===== src/ile_pkg.sv =====
// ile_pkg: shared types and codes for the indexed list engine.
// Used by ile_cell, ile_reduce and indexed_list_engine. No dependencies.
package ile_pkg;

  localparam int DATA_W = 32;
  localparam int REQ_W  = 3;
  localparam int STAT_W = 2;

  // request kinds
  typedef enum logic [REQ_W-1:0] {
    REQ_INSERT = 3'd0,
    REQ_DELETE = 3'd1,
    REQ_SWAP   = 3'd2,
    REQ_FIND   = 3'd3,
    REQ_READ   = 3'd4
  } req_kind_t;

  // result status codes
  typedef enum logic [STAT_W-1:0] {
    ST_OK        = 2'd0,
    ST_BAD_INDEX = 2'd1,
    ST_FULL      = 2'd2,
    ST_NOT_FOUND = 2'd3
  } status_t;

  // control sequencer states
  typedef enum logic [1:0] {
    S_IDLE,
    S_TAG,
    S_DONE
  } ctl_state_t;

  // control broadcast to every cell of the chain
  typedef struct packed {
    req_kind_t kind;
    logic      commit;
  } cell_ctrl_t;

endpackage


===== src/ile_cell.sv =====
// ile_cell: one list slot. Holds a word, tags itself against the request and
// on commit shifts with its neighbors or swaps via the buses. Depends on ile_pkg.
module ile_cell
  import ile_pkg::*;
#(
  parameter int IDX = 0,
  parameter int IW  = 7,
  parameter int BW  = 6
) (
  input  logic              clk,
  input  cell_ctrl_t        ctrl,
  input  logic [IW-1:0]     idx_a,
  input  logic [BW-1:0]     idx_b,
  input  logic [IW-1:0]     cnt,
  input  logic [DATA_W-1:0] value,
  input  logic [DATA_W-1:0] left_data,
  input  logic [DATA_W-1:0] right_data,
  input  logic [DATA_W-1:0] bus_a,
  input  logic [DATA_W-1:0] bus_b,
  output logic [DATA_W-1:0] data,
  output logic [DATA_W-1:0] sel_a,
  output logic [DATA_W-1:0] sel_b,
  output logic              match
);

  localparam logic [IW-1:0] MY_IDX   = IW'(IDX);
  localparam logic [BW-1:0] MY_IDX_B = BW'(IDX);

  logic [DATA_W-1:0] data_r, data_nxt;
  logic [DATA_W-1:0] sel_a_r, sel_b_r;
  logic              match_r;
  logic              hit_a, hit_b;

  assign hit_a = (idx_a == MY_IDX);
  assign hit_b = (idx_b == MY_IDX_B);

  // tag stage: masked taps for the read buses and the value compare
  always_ff @(posedge clk) begin
    sel_a_r <= hit_a ? data_r : '0;
    sel_b_r <= hit_b ? data_r : '0;
    match_r <= (MY_IDX < cnt) && (data_r == value);
  end

  // commit: shift or swap
  always_comb begin
    data_nxt = data_r;
    if (ctrl.commit) begin
      unique case (ctrl.kind)
        REQ_INSERT: begin
          if (MY_IDX > idx_a) data_nxt = left_data;
          else if (hit_a) data_nxt = value;
        end
        REQ_DELETE: begin
          if (MY_IDX >= idx_a) data_nxt = right_data;
        end
        REQ_SWAP: begin
          if (hit_a) data_nxt = bus_b;
          else if (hit_b) data_nxt = bus_a;
        end
        default: data_nxt = data_r;
      endcase
    end
  end

  always_ff @(posedge clk) begin
    data_r <= data_nxt;
  end

  assign data  = data_r;
  assign sel_a = sel_a_r;
  assign sel_b = sel_b_r;
  assign match = match_r;

endmodule


===== config.mk =====
export PLATFORM = sky130hd
export DESIGN_NAME = ile_cell
export DESIGN_NICKNAME = d
export VERILOG_FILES = /design/src/ile_pkg.sv /design/src/ile_cell.sv
export SDC_FILE = /design/constraint.sdc
export NUM_CORES = 1
export LEC_CHECK = 0
export BUFFER_PORTS_ARGS = -buffer_cell sky130_fd_sc_hd__buf_2
export CORE_AREA = 2 2 110 112
export CTS_CLUSTER_DIAMETER = 50
export DETAILED_ROUTE_END_ITERATION = 7
export DIE_AREA = 0 0 112 114
export PLACE_DENSITY_LB_ADDON = 0.08
export SYNTH_ARGS = -nofsm -noshare
export SYNTH_HDL_FRONTEND = slang
export SYNTH_SLANG_ARGS = --single-unit

===== constraint.sdc =====
create_clock -name clk -period 12 [get_ports clk]
set_input_delay 1.2 -clock clk [delete_from_list [all_inputs] [get_ports clk]]
set_output_delay 1.2 -clock clk [all_outputs]
set_load 0.02 [all_outputs]

==> qor.json, run 1 <==
{
  "critical_path": {
    "slowest_delay_ns": 0.56,
    "worst_setup_path_end_kind": "register",
    "timing.setup.critical_path_class": "in -> reg",
    "cp_cell_sequence": "buf_2 > or4_1 > nor3_4 > buf_4 > a21oi_1 > a2111oi_4 > buf_4",
    "r2r_start": "data[31]",
    "crit_slowest_cell": "or4_1",
    "worst-r2r-setup-slack_ns": 10.36,
    "worstPathMaxFanout": 33,
    "critical-path-top-cell-by-count": "buf_4",
    "reg2regPathDepth": 4,
    "worst_ep_arrival_time_ns": 3.31,
    "reg2reg_to": "match",
    "setup.worst_path.start_class": "input pin",
    "worst_ep_required_time_ns": 11.98
  },
  "clocking": {
    "clock-root-buffer": "clkbuf_16",
    "cts-buffers-inserted": 9,
    "cts_resized": 0,
    "cts_setup_buffers": 0,
    "worst_skew_pair.late_latency_ns": 0.34,
    "ctsHoldBuffers": 0,
    "tritoncts_clock_tree": "built",
    "cts_sinks": 97,
    "worst_setup_hold_path_clk_slew_ns": 0.07,
    "ctsHtreeMaxLevel": 3,
    "clk_path_buf_depth": 2
  },
  "sta": {
    "fin_tns_setup_ns": 0,
    "achievable-frequency_ghz": 0.301,
    "maxSlewHeadroom": 0.216,
    "finalHoldViolations": 0,
    "tightestPinTransition_ns": 1.17,
    "slew_viol_final": 0,
    "finalSetupViolations": 0,
    "timing.clock.skew_ns": 0.00749,
    "timing.final.crit_period_ns": 3.32,
    "period_share": 0.277,
    "grt_setup_unrepaired": "false"
  },
  "die": {
    "die_h_um": 114,
    "std_cell_rows": 40,
    "coreArea_um2": 11700,
    "top_level_ports": 282,
    "die_width_um": 112,
    "starting_density": 0.336,
    "fp.dieArea_um2": 12800
  },
  "yosys": {
    "synth_area_leaders": "dfxtp_1 (33%), edfxtp_1 (24%), and2_1 (10%)",
    "synth_area_leader_cell": "dfxtp_1",
    "syn_area_um2": 3940,
    "postSynthAreaPerCell_um2": 11.9,
    "synth_sequential_area_ratio": 0.575,
    "mappedNetlistNets": 517,
    "netlist-cell-type-count": 27,
    "gate_count_of_the_mapped_netlist": 332,
    "netlist.area_leader.share": 0.331,
    "ys_ff_latch": 97,
    "ys.warnings.count": 0
  },
  "layout": {
    "antenna_cells_inserted": 0,
    "final_core_utilization": 0.484,
    "area_added_between_synthesis_and_finish_pct": 43.9,
    "layout-drive-gt1-share": 0.473,
    "num-nets-final": 762,
    "fillers": 1150
  },
  "flow_run": {
    "maxCapViolations": 0
  },
  "grt": {
    "global_route.usage.total": 0.185,
    "first_pass_grt_wire_length_um": 17900,
    "grt_max_degree": 65,
    "number_of_global_route_vias_before_repair": 3317,
    "global_route.overflow_total": 0,
    "initial_antenna_violation_count": 0
  },
  "routing": {
    "routed_wl_um": 12200,
    "wire_per_inst_um": 16.7,
    "antenna_left": 0,
    "drc": 0,
    "detailed_router_s_first_iteration_violation_count": 111,
    "detailroute.via_count": 3450,
    "detail_route.first_pass.iterations": 4,
    "drt-vias-per-instance": 4.73
  },
  "power_and_ir_drop": {
    "switching_power_mw": 0.154,
    "p_per_area_nw_per_um2": 127,
    "comb_power_share": 0.085,
    "sequentialPowerShare": 0.475,
    "power.static_leakage_nw": 2.62,
    "p_sw_frac": 0.214,
    "clock_power_share": 0.440,
    "peakVddDrop_v": 0.0000799,
    "internal_power_mw": 0.566
  },
  "outcome": {
    "run_status": "finished clean"
  },
  "min_path": {
    "min_path_cells": 1,
    "worst_hold_path_type": "reg -> reg",
    "launch_point_of_the_worst_hold_path": "data[0]",
    "hold_end": "sel_b[0]"
  },
  "placement": {
    "gp_routability_congestion": 0.736,
    "hpwlAfterDp_um": 8930,
    "port-buffer-count": 249
  }
}
## worst max-delay path by stage
stage | startpoint | endpoint | slack [ns] | cells after the start
2_1_floorplan | idx_a[1] | data[0] | 7.34 | 5
3_3_place_gp | idx_b[3] | data[30] | 8.34 | 7
3_5_place_dp | idx_b[3] | data[20] | 8.29 | 7
4_1_cts | idx_b[3] | data[2] | 8.65 | 7
5_1_grt | idx_b[3] | data[28] | 8.56 | 7
6_report | idx_b[3] | data[19] | 8.68 | 7
## final cells by class
type,count,area [um^2],area share
clock inverters,5,77.6,0.0137
multi-input cells,215,1610,0.284
clock buffers,11,253,0.0446
flip-flops and latches,97,2260,0.399
repair buffers,253,1280,0.225
well taps,147,184,0.0325
inverters,1,3.75,0.000663
## through the flow
stage	setup WS [ns]	instances	cell area [um^2]	power [mW]	hold WS [ns]
after CTS	8.65	729	5660	0.729	0.543
after global placement	8.34	713	5330	0.410	0.512
after global routing	8.56	729	5660	0.747	0.572
after floorplan	7.34	332	3940	0.374	0.657
final	8.68	729	5660	0.720	0.537
after detailed placement	8.29	713	5330	0.411	0.526
## cells in the mapped netlist, drive strengths merged
master   instances
nand3            1
clkbuf          15
edfxtp          32
dfxtp           65
o21ai           32
nand4            2
inv              1
buf              4
xor2            28
or4              2
mux2i           32
a2111oi          2
a21oi            2
nand2            1
nor3             2
nor3b            1
a22oi           32
and2            64
nor4             9
nor2             1
xnor2            4
## power groups by stage
stage | Clock (mW) | Sequential, mW | Combinational [mW]
final | 0.317 | 0.342 | 0.0611
after global routing | 0.338 | 0.342 | 0.0673
after CTS | 0.325 | 0.342 | 0.0619
after detailed placement | 0 | 0.349 | 0.0618
after global placement | 0 | 0.349 | 0.0602
after floorplan | 0 | 0.351 | 0.0227
## logic make-up after synthesis
logic type      count (synthesis)  synth area share
compound gates                 68             0.110
xor+xnor                       32            0.0712
buf+inv                        20            0.0257
flops                          97             0.575
mux                            32            0.0814
simple gates                   83             0.137
## layer usage
metal / wire (um) / vias to the layer above / global-route usage / share of wire
li1: - / 1676 / - / -
met1: 5170 / 1608 / 0.230 / 0.42
met2: 5940 / 154 / 0.314 / 0.49
met3: 877 / 12 / 0.0430 / 0.072
met4: 185 / 0 / 0.0707 / 0.015
met5: 0 / - / 0 / 0
## critical path, delay by kind of cell
kind	cells	cell delay (ns)
AND/OR/NAND/NOR	2	0.68
buffers and inverters	3	0.93
AO/OA/AOI/OAI	2	0.45
## registers in the layout, summed over array words and instances, names as in the netlist
name   flops
data      32
sel_b     32
match      1
sel_a     32
## placed cells by master (no fill, tap or decap), types with 9 or more instances in the layout
| master | count |
|---|---|
| and2_1 | 64 |
| o21ai_0 | 14 |
| buf_2 | 249 |
| edfxtp_1 | 32 |
| xor2_1 | 28 |
| dfxtp_1 | 65 |
| mux2i_1 | 32 |
| clkbuf_16 | 9 |
| o21ai_1 | 18 |
| a22oi_1 | 32 |
No activity file was read; power rests on OpenSTA's default activity.
==> run 2, diff against run 1 <==
--- a/config.mk
+++ b/config.mk
@@ -5,11 +5,12 @@
 export SDC_FILE = /design/constraint.sdc
 export NUM_CORES = 1
 export LEC_CHECK = 0
+export ABC_AREA = 1
 export BUFFER_PORTS_ARGS = -buffer_cell sky130_fd_sc_hd__buf_2
-export CORE_AREA = 2 2 110 112
+export CORE_AREA = 2 2 109 111
 export CTS_CLUSTER_DIAMETER = 50
 export DETAILED_ROUTE_END_ITERATION = 7
-export DIE_AREA = 0 0 112 114
+export DIE_AREA = 0 0 111 113
 export PLACE_DENSITY_LB_ADDON = 0.08
 export SYNTH_ARGS = -nofsm -noshare
 export SYNTH_HDL_FRONTEND = slang
==> constraint.sdc (replaced) <==
create_clock -name clk -period 3.39 [get_ports clk]
set_input_delay 0.339 -clock clk [delete_from_list [all_inputs] [get_ports clk]]
set_output_delay 0.339 -clock clk [all_outputs]
set_load 0.02 [all_outputs]
==> qor.json, run 2 <==
{
  "outcome": {
    "run_status": "finished clean"
  },
  "sta": {
    "finalSetupViolations": {"value": 0, "change": "unchanged"},
    "fin_tns_setup": {"value": 0, "unit": "ns", "change": "unchanged"},
    "timing.clock.skew": {"value": 0.00401, "unit": "ns", "change": "-0.00348 ns"},
    "grt_setup_unrepaired": "false",
    "slew_viol_final": {"value": 0, "change": "unchanged"},
    "timing.final.crit_period_ns": 1.89,
    "achievable-frequency_ghz": 0.529,
    "tightestPinTransition": {"value": 0.846, "unit": "ns", "change": "-0.327 ns"},
    "finalHoldViolations": {"value": 0, "change": "unchanged"},
    "period_share": 0.558,
    "maxSlewHeadroom": {"value": 0.436, "change": "+0.220"}
  },
  "layout": {
    "final_cell_mix": "buf_2 (249), nor2_1 (153), nand2_1 (129)",
    "num-nets-final": {"value": 977, "change": "+28%"},
    "layout.cells.most_common": "buf_2",
    "fillers": {"value": 1113, "change": "-3.2%"},
    "final_core_utilization": {"value": 0.519, "change": "+0.0353"},
    "antenna_cells_inserted": {"value": 0, "change": "unchanged"},
    "area_added_between_synthesis_and_finish_pct": 40.7,
    "layout-drive-gt1-share": {"value": 0.348, "change": "-0.125"}
  },
  "grt": {
    "initial_antenna_violation_count": {"value": 0, "change": "unchanged"},
    "number_of_global_route_vias_before_repair": {"value": 4162, "change": "+25%"},
    "global_route.usage.total": {"value": 0.221, "change": "+0.0359"},
    "grt_max_degree": {"value": 65, "change": "unchanged"},
    "first_pass_grt_wire_length": {"value": 21300, "unit": "um", "change": "+19%"},
    "global_route.overflow_total": {"value": 0, "change": "unchanged"}
  },
  "power_and_ir_drop": {
    "comb_power_share": {"value": 0.090, "change": "+0.005"},
    "fin_total_pwr": {"value": 2.53, "unit": "mW", "change": "+250%"},
    "switching_power": {"value": 0.574, "unit": "mW", "change": "+270%"},
    "clock_power_share": {"value": 0.431, "change": "-0.009"},
    "internal_power": {"value": 1.95, "unit": "mW", "change": "+240%"},
    "peakVddDrop": {"value": 0.000261, "unit": "V", "change": "+230%"},
    "p_sw_frac": {"value": 0.227, "change": "+0.0132"},
    "power.static_leakage": {"value": 3.17, "unit": "nW", "change": "+21%"},
    "p_per_area": {"value": 432, "unit": "nW/um^2", "change": "+240%"},
    "sequentialPowerShare": {"value": 0.479, "change": "+0.004"}
  },
  "routing": {
    "detailroute.via_count": {"value": 4264, "change": "+24%"},
    "drc": {"value": 0, "change": "unchanged"},
    "drt-vias-per-instance": {"value": 4.54, "change": "-4.1%"},
    "detail_route.first_pass.iterations": {"value": 4, "change": "unchanged"},
    "routed_wl": {"value": 13800, "unit": "um", "change": "+13%"},
    "antenna_left": {"value": 0, "change": "unchanged"},
    "wire_per_inst": {"value": 14.6, "unit": "um", "change": "-12%"},
    "detailed_router_s_first_iteration_violation_count": {"value": 176, "change": "+59%"}
  },
  "critical_path": {
    "worst-r2r-setup-slack": {"value": 2.21, "unit": "ns", "change": "-8.15 ns"},
    "timing.setup.critical_path_class": "in -> reg",
    "crit_buf_inv": {"value": 2, "change": "-1"},
    "slowest_delay": {"value": 0.73, "unit": "ns", "change": "+0.17 ns"},
    "crit_family": "simple AND/OR/NAND/NOR gates",
    "worst_ep_arrival_time": {"value": 1.86, "unit": "ns", "change": "-1.45 ns"},
    "worst_ep_required_time": {"value": 3.36, "unit": "ns", "change": "-8.62 ns"},
    "worstPathMaxFanout": {"value": 32, "change": "-3.0%"},
    "cp_cell_sequence": "buf_2 > inv_1 > nand3_2 > o22ai_1 > and2_2",
    "worst_setup_path_end_kind": "register",
    "setup.worst_path.start_class": "input pin",
    "crit_slowest_cell": "and2_2"
  },
  "die": {
    "top_level_ports": {"value": 282, "change": "unchanged"},
    "std_cell_rows": {"value": 39, "change": "-2.5%"},
    "starting_density": {"value": 0.369, "change": "+0.0326"},
    "fp.dieArea": {"value": 12500, "unit": "um^2", "change": "-1.8%"},
    "coreArea": {"value": 11300, "unit": "um^2", "change": "-3.7%"},
    "die_h": {"value": 113, "unit": "um", "change": "-0.88%"},
    "die_width": {"value": 111, "unit": "um", "change": "-0.89%"}
  },
  "yosys": {
    "synth_flop_cell": "dfxtp_1",
    "netlist.area_leader.share": {"value": 0.313, "change": "-0.0175"},
    "mappedNetlistNets": {"value": 733, "change": "+42%"},
    "synth-async-reset-ratio": {"value": 0, "change": "unchanged"},
    "gate_count_of_the_mapped_netlist": {"value": 548, "change": "+65%"},
    "synth_simple_gate_area_frac": {"value": 0.310, "change": "+0.174"},
    "synth_area_leaders": "dfxtp_1 (31%), edfxtp_1 (23%), nor2_1 (14%)",
    "synth-compound-area-share": {"value": 0.0449, "change": "-0.0654"},
    "postSynthAreaPerCell": {"value": 7.58, "unit": "um^2", "change": "-36%"},
    "synth_top_family_by_area": "simple AND/OR/NAND/NOR gates",
    "synth.mux.area_fraction": {"value": 0, "change": "-0.0814"},
    "synth_enable_flop_cells": {"value": 32, "change": "unchanged"},
    "ys_ff_latch": {"value": 97, "change": "unchanged"},
    "synth_most_common_cell": "nor2_1",
    "syn_area": {"value": 4160, "unit": "um^2", "change": "+5.6%"},
    "netlist-cell-type-count": {"value": 20, "change": "-26%"},
    "synth_sequential_area_ratio": {"value": 0.544, "change": "-0.0304"},
    "ys.warnings.count": {"value": 0, "change": "unchanged"},
    "synth-xor-area-share": {"value": 0.0253, "change": "-0.0459"},
    "top_cells_by_count_synth": "nor2_1 (153), nand2_1 (129), dfxtp_1 (65), inv_1 (53), nand3_1 (38)",
    "synth_area_leader_cell": "dfxtp_1",
    "adder_and_majority_gate_portion_of_the_synthesized_area": {"value": 0, "change": "unchanged"}
  },
  "clocking": {
    "clock-root-buffer": "clkbuf_16",
    "cts-buffers-inserted": {"value": 9, "change": "unchanged"},
    "ctsHtreeMaxLevel": {"value": 3, "change": "unchanged"},
    "cts_setup_buffers": {"value": 0, "change": "unchanged"},
    "worst_setup_hold_path_clk_slew": {"value": 0.07, "unit": "ns", "change": "about the same"},
    "ctsHoldBuffers": {"value": 0, "change": "unchanged"},
    "cts_sinks": {"value": 97, "change": "unchanged"},
    "cts_resized": {"value": 0, "change": "unchanged"},
    "clk_path_buf_depth": {"value": 2, "change": "unchanged"},
    "worst_skew_pair.late_latency": {"value": 0.35, "unit": "ns", "change": "about the same"},
    "tritoncts_clock_tree": "built"
  },
  "placement": {
    "gp_routability_congestion": {"value": 0.823, "change": "+12%"},
    "hpwlAfterDp": {"value": 10100, "unit": "um", "change": "+13%"},
    "port-buffer-count": {"value": 249, "change": "unchanged"}
  },
  "flow_run": {
    "maxCapViolations": {"value": 0, "change": "unchanged"}
  },
  "min_path": {
    "worst_hold_path_type": "in -> reg"
  }
}
[run 2: cell count changes in the layout (fill, tap and decap cells not counted), moves of 3 or more]
cell / previous run / this run
nor2_1: 1 / 153
nand2_1: 1 / 129
and2_1: 64 / 0
inv_1: 1 / 53
nand3_1: 1 / 37
a22oi_1: 32 / 0
mux2i_1: 32 / 0
xor2_1: 28 / 1
nor4_1: 8 / 0
xnor2_1: 4 / 11
clkbuf_16: 9 / 12
[run 2: cell type report]
cell class	instances	area [um^2]	share of cell area
multi-input cells	375	1590	0.271
inverters	54	203	0.0347
repair buffers	255	1290	0.221
clock buffers	12	300	0.0513
clock inverters	4	26.3	0.00449
well taps	143	179	0.0306
flip-flops and latches	97	2260	0.387
[run 2: metrics by stage]
step	setup slack (ns)	instances	cell area, um^2	hold slack [ns]
5_1_grt	1.36	940	5850	0.277
6_report	1.50	940	5850	0.275
3_3_place_gp	1.13	924	5520	0.507
2_1_floorplan	1.24	548	4160	0.542
4_1_cts	1.47	940	5850	0.261
3_5_place_dp	1.09	924	5520	0.527
[run 2: logic make-up after synthesis]
kind of cell	count (synthesis)
compound gates	37
xor+xnor	12
buf+inv	76
flops	97
simple gates	326
[run 2: tightest hold or removal path, stage by stage]
cell and delay (ns):
buf_2 0.07, nand2_1 0.04, nand3_1 0.06
[run 2: power groups by stage]
stage,logic [mW],registers [mW],clock network (mW)
after detailed placement,0.229,1.24,0
final,0.227,1.21,1.09
after CTS,0.230,1.21,1.12
after floorplan,0.0964,1.24,0
after global routing,0.259,1.21,1.16
after global placement,0.225,1.24,0
[run 2: routing by layer]
| layer | vias up | track usage | wire, um |
|---|---|---|---|
| met4 | 0 | 0.0975 | 326 |
| met3 | 17 | 0.0557 | 1020 |
| met2 | 168 | 0.390 | 6820 |
| met5 | - | 0 | 0 |
| met1 | 1897 | 0.255 | 5590 |
| li1 | 2182 | - | - |
[run 2: path summary, 6_finish.rpt]
path                            depth (start not counted)      startpoint   endpoint
worst max-delay path                                    5         ctrl[3]   data[19]
worst min-delay path                                    3  right_data[22]   data[22]
worst max register to register                          5        data[16]      match
worst min register to register                          2        data[17]  sel_a[17]
==> run 3, diff against run 2 <==
==> constraint.sdc (replaced) <==
create_clock -name clk -period 1.9 [get_ports clk]
set_input_delay 0.19 -clock clk [delete_from_list [all_inputs] [get_ports clk]]
set_output_delay 0.19 -clock clk [all_outputs]
set_load 0.02 [all_outputs]
==> qor.json, run 3 (synthesis gave the netlist of run 2 again) <==
{
  "outcome": {
    "run_status": "finished clean"
  },
  "grt": {
    "global_route.usage.total": {"value": 0.221, "change": "+0.000484"},
    "initial_antenna_violation_count": {"value": 0, "change": "unchanged"},
    "grt_max_degree": {"value": 40, "change": "-38%"},
    "grt.busiest_layer": "met2",
    "first_pass_grt_wire_length": {"value": 21500, "unit": "um", "change": "+1.0%"},
    "number_of_global_route_vias_before_repair": {"value": 4357, "change": "+4.7%"},
    "global_route.usage.met3": {"value": 0.0546, "change": "-0.00107"},
    "grt_util_met1": {"value": 0.260, "change": "+0.00518"},
    "global_route.overflow_total": {"value": 0, "change": "unchanged"},
    "globalRouteMet2Util": {"value": 0.389, "change": "-0.00123"}
  },
  "clocking": {
    "clock-root-buffer": "clkbuf_16",
    "cts_setup_buffers": {"value": 0, "change": "unchanged"},
    "tritoncts_clock_tree": "built",
    "ctsHoldBuffers": {"value": 0, "change": "unchanged"},
    "clk_path_buf_depth": {"value": 2, "change": "unchanged"},
    "ctsHtreeMaxLevel": {"value": 3, "change": "unchanged"},
    "cts-buffers-inserted": {"value": 9, "change": "unchanged"},
    "cts_sinks": {"value": 97, "change": "unchanged"},
    "worst_skew_pair.late_latency": {"value": 0.34, "unit": "ns", "change": "about the same"},
    "cts_resized": {"value": 0, "change": "unchanged"},
    "worst_setup_hold_path_clk_slew": {"value": 0.07, "unit": "ns", "change": "about the same"}
  },
  "routing": {
    "drc": {"value": 0, "change": "unchanged"},
    "detailed_router_s_first_iteration_violation_count": {"value": 165, "change": "-6.3%"},
    "routed_wl": {"value": 13900, "unit": "um", "change": "+1.0%"},
    "drt-vias-per-instance": {"value": 4.63, "change": "+2.1%"},
    "detail_route.first_pass.iterations": {"value": 4, "change": "unchanged"},
    "detailroute.via_count": {"value": 4380, "change": "+2.7%"},
    "wire_per_inst": {"value": 14.7, "unit": "um", "change": "+0.39%"},
    "antenna_left": {"value": 0, "change": "unchanged"}
  },
  "critical_path": {
    "crit_slowest_cell": "buf_4",
    "slowest_delay": {"value": 0.28, "unit": "ns", "change": "-0.45 ns"},
    "timing.setup.critical_path_class": "in -> reg",
    "r2r_start": "data[5]",
    "setup.worst_path.start_class": "input pin",
    "reg2reg_to": "match",
    "worst-r2r-setup-slack": {"value": 0.69, "unit": "ns", "change": "-1.52 ns"},
    "worst_ep_arrival_time": {"value": 1.30, "unit": "ns", "change": "-0.56 ns"},
    "worstPathMaxFanout": {"value": 39, "change": "+22%"},
    "crit_family": "buffers and inverters",
    "worst_setup_path_end_kind": "register",
    "worst_ep_required_time": {"value": 1.98, "unit": "ns", "change": "-1.38 ns"},
    "reg2regPathDepth": {"value": 6, "change": "+1"},
    "crit_buf_inv": {"value": 3, "change": "+1"},
    "cp_cell_sequence": "buf_2 > nor2_1 > nand2_1 > nor2_4 > inv_2 > buf_4 > o21ai_0 > nand3_1"
  },
  "layout": {
    "area_added_between_synthesis_and_finish_pct": 41.7,
    "final_cell_count_no_fill": {"value": 946, "change": "+0.64%"},
    "fillers": {"value": 1123, "change": "+0.90%"},
    "multi_input_area": {"value": 1590, "unit": "um^2", "change": "unchanged"},
    "final_cell_mix": "buf_2 (249), nor2_1 (153), nand2_1 (129)",
    "register_area": {"value": 2260, "unit": "um^2", "change": "unchanged"},
    "antenna_cells_inserted": {"value": 0, "change": "unchanged"},
    "layout.cells.most_common": "buf_2",
    "layout-drive-gt1-share": {"value": 0.350, "change": "+0.00238"},
    "num-nets-final": {"value": 983, "change": "+0.61%"}
  },
  "sta": {
    "fin_tns_setup": {"value": 0, "unit": "ns", "change": "unchanged"},
    "finalHoldViolations": {"value": 0, "change": "unchanged"},
    "finalSetupViolations": {"value": 0, "change": "unchanged"},
    "period_share": 0.640,
    "tightestPinTransition": {"value": 0.603, "unit": "ns", "change": "-0.242 ns"},
    "slew_viol_final": {"value": 0, "change": "unchanged"},
    "timing.final.crit_period_ns": 1.22,
    "achievable-frequency_ghz": 0.822,
    "timing.clock.skew": {"value": 0.00466, "unit": "ns", "change": "+0.000646 ns"},
    "grt_setup_unrepaired": "false",
    "maxSlewHeadroom": {"value": 0.597, "change": "+0.161"}
  },
  "min_path": {
    "min_path_cells": {"value": 3, "change": "unchanged"},
    "hold_end": "data[3]",
    "launch_point_of_the_worst_hold_path": "right_data[3]",
    "worst_hold_path_type": "in -> reg"
  },
  "power_and_ir_drop": {
    "clock_power_share": {"value": 0.411, "change": "-0.020"},
    "p_sw_frac": {"value": 0.222, "change": "-0.00482"},
    "comb_power_share": {"value": 0.095, "change": "+0.005"},
    "internal_power": {"value": 3.40, "unit": "mW", "change": "+74%"},
    "switching_power": {"value": 0.972, "unit": "mW", "change": "+69%"},
    "power.static_leakage": {"value": 3.19, "unit": "nW", "change": "+0.67%"},
    "p_per_area": {"value": 742, "unit": "nW/um^2", "change": "+72%"},
    "peakVddDrop": {"value": 0.000372, "unit": "V", "change": "+42%"},
    "sequentialPowerShare": {"value": 0.494, "change": "+0.015"}
  },
  "die": {
    "die_h": {"value": 113, "unit": "um", "change": "unchanged"},
    "std_cell_rows": {"value": 39, "change": "unchanged"},
    "fp.dieArea": {"value": 12500, "unit": "um^2", "change": "unchanged"},
    "starting_density": {"value": 0.369, "change": "unchanged"},
    "top_level_ports": {"value": 282, "change": "unchanged"},
    "coreArea": {"value": 11300, "unit": "um^2", "change": "unchanged"},
    "die_width": {"value": 111, "unit": "um", "change": "unchanged"}
  },
  "flow_run": {
    "maxCapViolations": {"value": 0, "change": "unchanged"}
  },
  "placement": {
    "hpwlAfterDp": {"value": 10700, "unit": "um", "change": "+5.7%"},
    "port-buffer-count": {"value": 249, "change": "unchanged"},
    "gp_routability_congestion": {"value": 0.819, "change": "-0.39%"},
    "placed_cells": {"value": 930, "change": "+0.65%"}
  }
}
run 3: layout make-up:
cell class,instances,share of cell area
Tap cell,143,0.0304
Clock buffer,14,0.0484
Sequential cell,97,0.384
Clock inverter,2,0.00170
Multi-Input combinational cell,375,0.270
Inverter,54,0.0344
Timing Repair Buffer,261,0.231
run 3: how the worst max path moves through the flow:
stage / startpoint / end / depth (start not counted)
after floorplan: idx_a[2] / data[0] / 7
after global placement: idx_a[2] / data[26] / 8
after detailed placement: idx_a[2] / data[18] / 8
after CTS: idx_a[2] / data[18] / 8
after global routing: data[5] / match / 6
final: idx_a[2] / data[18] / 8
run 3: tightest hold or removal path, cell delays in order:
cell     delay, ns
buf_2         0.07
nand2_1       0.04
nand3_1       0.06
run 3: routing by layer:
metal,up-vias,share of wire
met5,-,0
li1,2188,-
met2,175,0.50
met1,1995,0.41
met3,22,0.071
met4,0,0.021
run 3: metrics by stage:
stage	area [um^2]	total power, mW	setup slack (ns)	hold WS [ns]	utilization
after global placement	5590	2.62	0.334	0.480	0.496
final	5890	4.37	0.683	0.141	0.522
after floorplan	4160	2.39	0.233	0.393	-
after detailed placement	5590	2.62	0.320	0.485	0.496
after global routing	5890	4.56	0.558	0.141	0.522
after CTS	5890	4.41	0.685	0.126	0.522
run 3: power groups by stage:
stage	combinational [mW]	sequential, mW	clock [mW]
after floorplan	0.172	2.21	0
after CTS	0.421	2.16	1.83
after global routing	0.473	2.16	1.93
final	0.416	2.16	1.79
after detailed placement	0.419	2.20	0
after global placement	0.413	2.20	0
